File: config.mk
export PLATFORM = sky130hd
export DESIGN_NAME = ssdf_sqrt_cell
export DESIGN_NICKNAME = d
export VERILOG_FILES = /design/src/hw/rtl/ssdf_pkg.sv /design/src/hw/rtl/ssdf_sqrt_cell.sv
export SDC_FILE = /design/constraint.sdc
export NUM_CORES = 1
export LEC_CHECK = 0
export ABC_AREA = 1
export BUFFER_PORTS_ARGS = -buffer_cell sky130_fd_sc_hd__buf_2
export CAP_MARGIN = 25
export CORE_AREA = 2 2 134 136
export DETAILED_ROUTE_END_ITERATION = 12
export DIE_AREA = 0 0 136 138
export PLACE_DENSITY = 0.75
export SYNTH_ARGS = -nofsm -noshare
export SYNTH_HDL_FRONTEND = slang
export SYNTH_SLANG_ARGS = --single-unit
File: constraint.sdc
create_clock -name clk -period 2.7 [get_ports clk]
set_input_delay 0.54 -clock clk [delete_from_list [all_inputs] [get_ports clk]]
set_output_delay 0.54 -clock clk [all_outputs]
set_load 0.02 [all_outputs]
File: src/hw/rtl/ssdf_pkg.sv
// ----------------------------------------------------------------------------
// Sphere SDF package
// Shared widths, stage counts and the records carried along the cell rows.
// ----------------------------------------------------------------------------
`default_nettype none
package ssdf_pkg;
	localparam int COORD_BITS     = 24;
	localparam int GRAD_FRAC_BITS = 16;
	localparam int RADIUS_BITS    = 23;
	localparam int DIST_BITS      = 25;
	localparam int GRAD_BITS      = 18;
	localparam int SQ_BITS        = 2 * COORD_BITS;
	localparam int ROOT_BITS      = COORD_BITS;
	localparam int REM_BITS       = ROOT_BITS + 2;
	localparam int QUO_BITS       = GRAD_FRAC_BITS + 1;
	localparam int SQRT_CELLS     = ROOT_BITS;
	localparam int DIV_CELLS      = QUO_BITS;

	typedef logic [COORD_BITS-1:0] mag_t;
	typedef mag_t [2:0] mag3_t;

	typedef struct packed {
		mag3_t      mag;
		logic [2:0] neg;
	} sqrt_ctx_t;

	typedef struct packed {
		logic [SQ_BITS-1:0]   rad;
		logic [REM_BITS-1:0]  rem;
		logic [ROOT_BITS-1:0] root;
		sqrt_ctx_t            ctx;
	} sqrt_data_t;

	typedef struct packed {
		logic signed [DIST_BITS-1:0] dist_val;
		logic [2:0]                  neg;
		logic                        zero;
	} div_ctx_t;

	typedef struct packed {
		logic [ROOT_BITS-1:0]            den;
		logic [2:0][ROOT_BITS-1:0]       rem;
		logic [2:0][QUO_BITS-1:0]        bits;
		logic [2:0][QUO_BITS-1:0]        quo;
		div_ctx_t                        ctx;
	} div_data_t;
endpackage
`default_nettype wire

File: src/hw/rtl/ssdf_sqrt_cell.sv
// ----------------------------------------------------------------------------
// Square root cell
// Per enabled cycle, settles one root bit; partial root passes to the next cell.
// ----------------------------------------------------------------------------
`default_nettype none
module ssdf_sqrt_cell import ssdf_pkg::*; (
	input  wire        clk,
	input  wire        en,
	input  sqrt_data_t din,
	output sqrt_data_t dout
);
	logic [REM_BITS+1:0] rem_w;
	logic [REM_BITS+1:0] trial;
	sqrt_data_t          nxt;

	always_comb begin
		rem_w = {din.rem, din.rad[SQ_BITS-1 -: 2]};
		trial = {2'b00, din.root, 2'b01};
		nxt = din;
		nxt.rad = {din.rad[SQ_BITS-3:0], 2'b00};
		if (rem_w >= trial) begin
			nxt.rem  = REM_BITS'(rem_w - trial);
			nxt.root = {din.root[ROOT_BITS-2:0], 1'b1};
		end else begin
			nxt.rem  = REM_BITS'(rem_w);
			nxt.root = {din.root[ROOT_BITS-2:0], 1'b0};
		end
	end

	always_ff @(posedge clk) begin
		if (en) begin
			dout <= nxt;
		end
	end
endmodule
`default_nettype wire

# Word level (Yosys, flattened, before mapping)
# Index checks and enable logic that the tools add are counted.
# W data, S select, Z words.
dict set report totals {
  out_inout_bits 173
  mem_count 0
  input_bits 175
  ff_bits 171
  latch_bits 0
  mem_bits_rw 0
  rom_bits 0
  elab_cells 10
}
dict set report classes {
  reduce_logical 0
  bitwise 0
  shift 0
  muxes 1
  add_sub_neg 1
  n_eq_ne 0
  order_cmp 1
  div_mod_pow 0
  n_mul 0
}
# cell n
set op_table {}
lappend op_table {{$mux W50} 1}
lappend op_table {{$ge A28 B26 Y1} 1}
lappend op_table {{$sub A26 B26 Y26} 1}

# Depth between registers and ports, before layout
dict set report logic_depth {
  ltp_word 2
  mapped_depth 14
  depth_no_buf 14
}

# Worst setup path after synthesis
# OpenSTA, ideal clock, no wires.
dict set report synth_timing {
  kind {input to register}
  startpoint {input din[87] (netlist name)}
  endpoint {register dout[121] (netlist name), data pin}
  setup_time_ps 253
  n_path_buf 2
  t_arrival_ps 1955
  cell_stages 14
  slack_ps 492
  required_time_ps 2447
  cell_sequence {inv_1 > ha_1 > nand2_2 > inv_1 > nand2_1 > nand2_1 > nand2_1 > nand2_1 > a21oi_4 > nand3_2 > buf_6 > buf_6 > nand3_1 > nand2_1}
}
# element line_no
set synth_lines {}
lappend synth_lines {{start: declaration} ssdf_sqrt_cell.sv:9} ;# input sqrt_data_t din,
lappend synth_lines {{end signal: assignment} ssdf_sqrt_cell.sv:32} ;# dout <= nxt;
lappend synth_lines {{end: declaration} ssdf_sqrt_cell.sv:10} ;# output sqrt_data_t dout

==> reports/qor.yml <==
run_status:
  outcome: "complete, no violations"
synthesis:
  synthCells: 673
  synth_most_common_cell: "nand2_1"
  synth_seq_cells: 171
  muxShareOfSynthArea: 0
  synth_compound_area_frac: 0.02405
  synth_fa_ha_area_frac: 0.04312
  ys_top_cells_by_area: "edfxtp_1 68%, nand2_1 10%, inv_1 6.3%"
  synth.distinct_cells: 28
  syn_avg_cell_area_um2: 11.21
  synth_xor_area_frac: 0.01509
  synth-edff-count: 171
  ys_top_cells_by_count: "204 x nand2_1, 171 x edfxtp_1, 126 x inv_1, 29 x nor2_1, 27 x nand3_1"
  synth_top_family_by_area: "simple AND/OR/NAND/NOR gates"
  ys.flop_type: "edfxtp_1"
  synth-seq-area-share: 0.6806
  yosys.area.top_type_share: 0.6806
  synth_top_cell_by_area: "edfxtp_1"
  async_flop_share: 0
  synthSimpleGateAreaFrac: 0.1655
  synthesis.area_mm2: 0.007545
  ys_warn_count: 0
die:
  die_y_um: 138
  die_w_um: 136
  design.core.area_mm2: 0.01753
  rows: 49
  io_pins: 348
  start_util: 0.4303
  fp.dieArea_mm2: 0.01877
cells_and_area:
  reg_top3: "dout: 171 flops"
  drive_gt1_frac: 0.3749
  area_growth_syn_to_layout_pct: 35.11
  nets: 1239
  largest_reg_flops: 171
  top_register: "dout"
grt:
  grt_pass1_wl_um: 33270
  grt_antenna_before_repair: 3
  grt_use_total: 0.2392
  first_global_vias: 5918
  overflow: 0
  grt_max_degree: 50
timing:
  drv_slew: 0
  relSlewSlack: 0.6583
  fin_crit_ns: 2.146
  fmax_ghz: 0.4659
  setup_ws_ns: 0.5536
  rsz0062_at_grt: "false"
  finalSetupViolations: 0
  hold_violations: 0
  period_share: 0.7950
  tns_ns: 0
  tightest_slew_ns: 0.5125
place:
  gp_congestion: 0.9295
  hpwl_um: 18110
  portBuffers: 345
  dpl_worst_slack_ns: 0.1021
clocking:
  htree_levels: 4
  cts_tree: "yes"
  clockBufferDepth: 2
  cts_buffers: 17
  root_buffer: "clkbuf_16"
  cts_resized: 0
  holdBufCountCts: 0
  postCtsSetupRepairBufs: 0
  clk_pin_slew_ns: 0.07
  cts.sinks: 171
critical_path:
  crit_buf_inv: 3
  cp-start-kind: "input port"
  crit_path_end_kind: "flip-flop"
  crit_type: "input port to flip-flop"
  worst_path_dominant_cell_family: "simple AND/OR/NAND/NOR gates"
  crit_chain: "buf_2, inv_1, ha_1, nand2_1, nor2_4, nand2_1, nor3_2, nand3_2, nand3_2, buf_4, o21ai_0"
  critPathArrivalTime_ns: 2.31
  cp_slowest_stage_delay_ns: 0.36
  cp_max_fo: 24
  cp_data_required_time_ns: 2.86
  cp_slowest_cell: "ha_1"
power_and_ir_drop:
  power.density_mw_per_mm2: 679.3
  p_leak_nw: 5.041
  total_power_w: 0.006924
  vdd_drop_max_mv: 0.4311
worst_hold_path:
  hp-class: "input port to flip-flop"
drt:
  wl_per_cell_um: 17.86
  vias: 6056
  ant_nets: 0
  vias_per_cell: 4.720
  drcViolationCount: 0
  drt_iter0_drc: 410
  postRouteWirelength_um: 22910
  drt_first_pass_iters: 5
run:
  max_cap_viol_count: 0
-- cells in the final DEF (no fill, tap or decap), drive strengths merged, types with 4 or more instances in the layout --
cell type / n
buf: 355
nand2: 206
edfxtp: 171
inv: 133
nor2: 30
nand3: 30
ha: 26
nand4: 20
clkbuf: 18
a21oi: 15
o21ai: 13
xor2: 12
clkinv: 7
nand3b: 4
-- layer usage --
| layer | vias to the layer above | global-route usage | wire length (um) |
|---|---|---|---|
| li1 | 2957 | - | - |
| met1 | 2797 | 0.2847 | 8838 |
| met2 | 249 | 0.3983 | 11310 |
| met3 | 49 | 0.07701 | 1938 |
| met4 | 4 | 0.09923 | 808 |
| met5 | - | 0 | 23 |
-- cell type report --
type                       instances  area [um^2]
antenna                            3        7.507
clock buffer                      18        429.2
clock inverter                    14        152.6
fill                            1523         7341
inverter                         126        473.0
multi-input combinational        367         1877
sequential                       171         5135
tap                              229        286.5
timing repair buffer             355         1833
-- power breakdown --
| part | switching (W) | internal [W] | total (W) |
|---|---|---|---|
| logic | 0.000855 | 0.000424 | 0.00128 |
| clock network | 0.00115 | 0.00124 | 0.00239 |
| registers | 0.0000572 | 0.00320 | 0.00326 |
| total | 0.00206 | 0.00486 | 0.00692 |
-- final timing paths --
path,startpoint,endpoint,slack (ns),cells after the start
worst max-delay path,din[85],dout[103]$_DFFE_PP_,0.55,11
worst min-delay path,din[46],dout[46]$_DFFE_PP_,0.28,1
-- cells by family (layout without fill, tap and decap cells) --
family,Yosys count,count (layout)
simple gates,294,294
flops,171,171
buf+inv,136,513
compound gates,32,32
fa+ha+maj,26,26
xor+xnor,13,13
other cells,1,5
-- metrics by stage --
stage                     hold slack, ns  instances  utilization  area (um^2)
after CTS                         0.2647       1280       0.5809        10190
after floorplan                   0.6389        674            -         7548
after detailed placement          0.7182       1248       0.5477         9604
final                             0.2840       1283       0.5813        10190
after global placement            0.7171       1248       0.5477         9604
after global routing              0.2606       1281       0.5811        10190
Note: power is estimated with default switching activity, not from simulation.
