## src/hw/rtl/ssdf_pkg.sv

```systemverilog
// ----------------------------------------------------------------------------
// Sphere SDF package
// Shared widths, stage counts and the records carried along the cell rows.
// ----------------------------------------------------------------------------
`default_nettype none
package ssdf_pkg;
	localparam int COORD_BITS     = 24;
	localparam int GRAD_FRAC_BITS = 16;
	localparam int RADIUS_BITS    = 23;
	localparam int DIST_BITS      = 25;
	localparam int GRAD_BITS      = 18;
	localparam int SQ_BITS        = 2 * COORD_BITS;
	localparam int ROOT_BITS      = COORD_BITS;
	localparam int REM_BITS       = ROOT_BITS + 2;
	localparam int QUO_BITS       = GRAD_FRAC_BITS + 1;
	localparam int SQRT_CELLS     = ROOT_BITS;
	localparam int DIV_CELLS      = QUO_BITS;

	typedef logic [COORD_BITS-1:0] mag_t;
	typedef mag_t [2:0] mag3_t;

	typedef struct packed {
		mag3_t      mag;
		logic [2:0] neg;
	} sqrt_ctx_t;

	typedef struct packed {
		logic [SQ_BITS-1:0]   rad;
		logic [REM_BITS-1:0]  rem;
		logic [ROOT_BITS-1:0] root;
		sqrt_ctx_t            ctx;
	} sqrt_data_t;

	typedef struct packed {
		logic signed [DIST_BITS-1:0] dist_val;
		logic [2:0]                  neg;
		logic                        zero;
	} div_ctx_t;

	typedef struct packed {
		logic [ROOT_BITS-1:0]            den;
		logic [2:0][ROOT_BITS-1:0]       rem;
		logic [2:0][QUO_BITS-1:0]        bits;
		logic [2:0][QUO_BITS-1:0]        quo;
		div_ctx_t                        ctx;
	} div_data_t;
endpackage
`default_nettype wire

```

## src/hw/rtl/ssdf_div_cell.sv

```systemverilog
// ----------------------------------------------------------------------------
// Divider cell
// Per enabled cycle, settles one quotient bit in each of the 3 gradient lanes.
// ----------------------------------------------------------------------------
`default_nettype none
module ssdf_div_cell import ssdf_pkg::*; (
	input  wire       clk,
	input  wire       en,
	input  div_data_t din,
	output div_data_t dout
);
	logic [ROOT_BITS:0] rem_w [3];
	div_data_t          nxt;

	always_comb begin
		nxt = din;
		for (int i = 0; i < 3; i++) begin
			rem_w[i] = {din.rem[i], din.bits[i][QUO_BITS-1]};
			nxt.bits[i] = {din.bits[i][QUO_BITS-2:0], 1'b0};
			if (rem_w[i] >= {1'b0, din.den}) begin
				nxt.rem[i] = ROOT_BITS'(rem_w[i] - {1'b0, din.den});
				nxt.quo[i] = {din.quo[i][QUO_BITS-2:0], 1'b1};
			end else begin
				nxt.rem[i] = ROOT_BITS'(rem_w[i]);
				nxt.quo[i] = {din.quo[i][QUO_BITS-2:0], 1'b0};
			end
		end
	end

	always_ff @(posedge clk) begin
		if (en) begin
			dout <= nxt;
		end
	end
endmodule
`default_nettype wire

```

## config.mk

```make
export PLATFORM = sky130hd
export DESIGN_NAME = ssdf_div_cell
export DESIGN_NICKNAME = d
export VERILOG_FILES = /design/src/hw/rtl/ssdf_pkg.sv /design/src/hw/rtl/ssdf_div_cell.sv
export SDC_FILE = /design/constraint.sdc
export NUM_CORES = 1
export LEC_CHECK = 0
export BUFFER_PORTS_ARGS = -buffer_cell sky130_fd_sc_hd__clkbuf_2
export CAP_MARGIN = 20
export CORE_AREA = 4 4 173 175
export CTS_CLUSTER_DIAMETER = 30
export DETAILED_ROUTE_END_ITERATION = 12
export DIE_AREA = 0 0 177 179
export PLACE_DENSITY = 0.7
export SLEW_MARGIN = 20
export SYNTH_ARGS = -nofsm -noshare
export SYNTH_HDL_FRONTEND = slang
export SYNTH_SLANG_ARGS = --single-unit
```

## constraint.sdc

```tcl
create_clock -name clk -period 4.9 [get_ports clk]
set_input_delay 0.98 -clock clk [delete_from_list [all_inputs] [get_ports clk]]
set_output_delay 0.98 -clock clk [all_outputs]
set_load 0.02 [all_outputs]
```

-- After elaboration in Yosys (flattened, before gate mapping)
Index checks and enable logic that the tools add are counted.
- bits in registers: 224
- word-level logic and storage cells: 25
- add/sub/neg operators: 3
- $lt $le $gt $ge: 3
- multiplexer cells: 6
- operators by type and width (cell ; count):
    >= comparator 25 x 24 -> 1 bit ; 3
    2-to-1 mux 24 bit ; 3
    subtractor 24 bit ; 3
    2-to-1 mux 1 bit ; 3

-- Longest topological paths before layout
- word-level depth: 2
- mapped depth: 14
- gate-level depth less buffers: 11

-- Worst setup path before layout
No wires, ideal clock.
- path kind: input to register
- start: input port din[204] in the netlist's numbering
- end: register dout[186] in the netlist's numbering, data pin
- library setup time: 0.260 ns
- data arrival time: 3.569 ns
- required time: 4.640 ns
- path slack: 1.071 ns
- stages on the path: 13
- path buffers: 3
- cells stage by stage: inv_1 ha_1 nor2b_4 o31a_1 or2_1 a221o_2 a311oi_2 or2_1 buf_6 o311a_2 buf_6 buf_12 mux2_4
- RTL lines (element ; line ; source):
    start: declaration ; ssdf_div_cell.sv:9 ; input div_data_t din,
    end signal: assignment ; ssdf_div_cell.sv:32 ; dout <= nxt;
    end: declaration ; ssdf_div_cell.sv:10 ; output div_data_t dout

==> impl_metrics.sql <==
INSERT INTO impl_metrics (metric_group, metric, value, unit) VALUES
('outcome', 'status', 'complete, no violations', ''),
('drt', 'drt-total-wl', '37800', 'µm'),
('finish', 'postLayoutCoreUtil', '0.573', ''),
('drt', 'dr_total_vias', '9471', ''),
('min_path', 'hold_wc_path_type', 'input pin to register', ''),
('sta', 'finalSetupTns', '0', 'ns'),
('finish', 'top_regs', 'dout: 224 flops', ''),
('die', 'top_level_ports', '456', ''),
('critical_path', 'crit_arrival', '3.99', 'ns'),
('critical_path', 'worst_path_largest_cell_delay', '0.54', 'ns'),
('drt', 'via_per_instance_ratio', '5.17', ''),
('die', 'rows', '62', ''),
('global_route', 'grt_antenna_before_repair', '6', ''),
('drt', 'route.antenna.remaining_nets', '0', ''),
('place', 'post_placement_setup_slack', '0.647', 'ns'),
('global_route', 'largest_net_degree_at_the_start_of_global_routing', '80', ''),
('clock_network', 'cts_resized', '0', ''),
('critical_path', 'worst_setup_path_end_kind', 'register', ''),
('drt', 'avgRoutedWirePerCell', '20.6', 'µm'),
('critical_path', 'startpoint_type', 'input pin', ''),
('finish', 'layout.filler_cells', '2381', ''),
('sta', 'timing_worst_slew_pin_value', '0.687', 'ns'),
('global_route', 'via_count_of_the_first_global_routing_pass', '9288', ''),
('finish', 'final-instance-count-excl-fill', '1833', ''),
('logic_synthesis', 'synth-seq-area-share', '0.569', ''),
('critical_path', 'critical-path-top-delay-family', 'simple AND/OR/NAND/NOR gates', ''),
('min_path', 'hp-start', 'din[125]', ''),
('power_and_ir_drop', 'power.static_leakage', '0.00742', 'µW'),
('sta', 'finalCritPeriodShare', '0.756', ''),
('logic_synthesis', 'synth.area.top_cells', 'edfxtp_1 57%, ha_1 7.6%, a21oi_1 2.7%, xnor2_1 2.6%, mux2_2 2.6%', ''),
('power_and_ir_drop', 'irDropWorstVdd', '0.267', 'mV'),
('logic_synthesis', 'yosysWarnings', '0', ''),
('clock_network', 'clock_sinks', '224', ''),
('sta', 'post-route-min-period', '3.71', 'ns'),
('finish', 'area.sequential', '0.00673', 'mm²'),
('clock_network', 'postCtsHoldBufs', '0', ''),
('sta', 'slew_headroom', '0.542', ''),
('die', 'fp.dieW', '177', 'µm'),
('place', 'placedCellCount', '1730', ''),
('finish', 'multi_input_logic_area', '0.00470', 'mm²'),
('logic_synthesis', 'dominantRegCellSynth', 'edfxtp_1', ''),
('logic_synthesis', 'synthTopCellsByCount', '224 x edfxtp_1, 72 x ha_1, 64 x a21oi_1', ''),
('global_route', 'globalRouteOverflowTotal', '0', ''),
('clock_network', 'post-cts-setup-buffer-count', '0', ''),
('finish', 'drive_gt1_frac', '0.418', ''),
('place', 'gp_congestion', '0.921', ''),
('clock_network', 'cts_max_path_buffers', '3', ''),
('global_route', 'grt_first_pass_wirelength', '53800', 'µm'),
('finish', 'flow.area_growth_from_synthesis', '38.2', '%'),
('clock_network', 'cts_htree_levels', '2', ''),
('finish', 'register_ranked_first_by_flip_flop_count', 'dout', ''),
('logic_synthesis', 'synth_edf_count', '224', ''),
('logic_synthesis', 'synthMostInstantiatedCell', 'edfxtp_1', ''),
('flow_run', 'cap_viol_max_count', '0', ''),
('die', 'floorplan.die_area', '0.0317', 'mm²'),
('logic_synthesis', 'synth.lib_cells_used.distinct', '69', ''),
('die', 'dieHeight', '179', 'µm'),
('critical_path', 'cp.buffers_inverters', '3', ''),
('drt', 'drt_first_iter_violations', '619', ''),
('critical_path', 'cp_max_fo', '19', ''),
('critical_path', 'timing.critical_path.from', 'din[212]', ''),
('logic_synthesis', 'mappedNetlistArea', '0.0118', 'mm²'),
('logic_synthesis', 'postSynthCellCount', '919', ''),
('sta', 'fmax', '270', 'MHz'),
('place', 'dpl_wire_length', '29400', 'µm'),
('power_and_ir_drop', 'fin_total_pwr', '7410', 'µW'),
('finish', 'largest_register_ffs', '224', ''),
('logic_synthesis', 'yosys_register_bits', '224', ''),
('global_route', 'globalRouteTotalUtil', '0.223', ''),
('sta', 'final.setup.worst_slack', '1.19', 'ns'),
('finish', 'num-nets-final', '1705', '');
-- logic make-up after synthesis --
logic type	after synthesis	share of synthesized area
buf+inv	88	0.0343
simple gates	189	0.0825
fa+ha+maj	75	0.0813
mux	67	0.0665
other cells	1	0.000317
compound gates	223	0.127
xor+xnor	52	0.0385
flops	224	0.569
-- per-stage QoR --
step | hold WS (ns) | area (µm²)
after floorplan | 1.08 | 11800
after global placement | 1.16 | 14500
after detailed placement | 1.16 | 14500
after CTS | 0.584 | 16300
after global routing | 0.582 | 16300
final | 0.611 | 16300
-- worst paths after layout --
path	cells past startpoint	slack, ns	to
max	10	1.19	dout[173]
min	1	0.61	dout[126]
-- power breakdown --
part,total [µW],leakage [µW],switching [µW],internal (µW)
clock,3570,0.000882,1150,2430
sequential,2430,0.00219,58.0,2370
combinational,1410,0.00434,857,549
total,7410,0.00742,2060,5340
-- layer usage --
metal,part of all wire,wire length (µm),global-route usage,vias up
met5,0.00071,27,0,-
met4,0.032,1220,0.0809,4
met3,0.092,3490,0.0772,69
met2,0.50,18800,0.395,428
met1,0.38,14300,0.250,4468
li1,-,-,-,4502
-- layout make-up --
type,count,area share
diodes,3,0.000460
flip-flops and latches,224,0.412
clock inverters,41,0.0303
well taps,384,0.0294
inverters,55,0.0126
clock buffers,59,0.0826
repair buffers,458,0.145
multi-input cells,609,0.288
-- cells in the final DEF, fill, tap and decap left out, types with 7 or more instances in the layout --
| cell | count |
|---|---|
| a21oi_1 | 64 |
| and3_1 | 9 |
| edfxtp_1 | 224 |
| xnor2_1 | 35 |
| inv_6 | 10 |
| a21o_1 | 40 |
| nand3_1 | 21 |
| a31oi_1 | 7 |
| o21a_1 | 13 |
| clkbuf_16 | 53 |
| mux2_2 | 27 |
| clkbuf_2 | 448 |
| mux2_4 | 13 |
| nand4_1 | 12 |
| nor2b_1 | 10 |
| inv_1 | 55 |
| nand2_1 | 31 |
| ha_1 | 72 |
| nor3_1 | 13 |
| nor2_1 | 51 |
| mux2_1 | 13 |
| xor2_1 | 17 |
| clkinvlp_4 | 7 |
| a211oi_1 | 11 |
| nand2b_1 | 9 |
| bufinv_16 | 8 |
| mux2i_1 | 14 |
| o211ai_1 | 11 |
| o21ai_0 | 30 |
(Power assumes the default switching activity.)
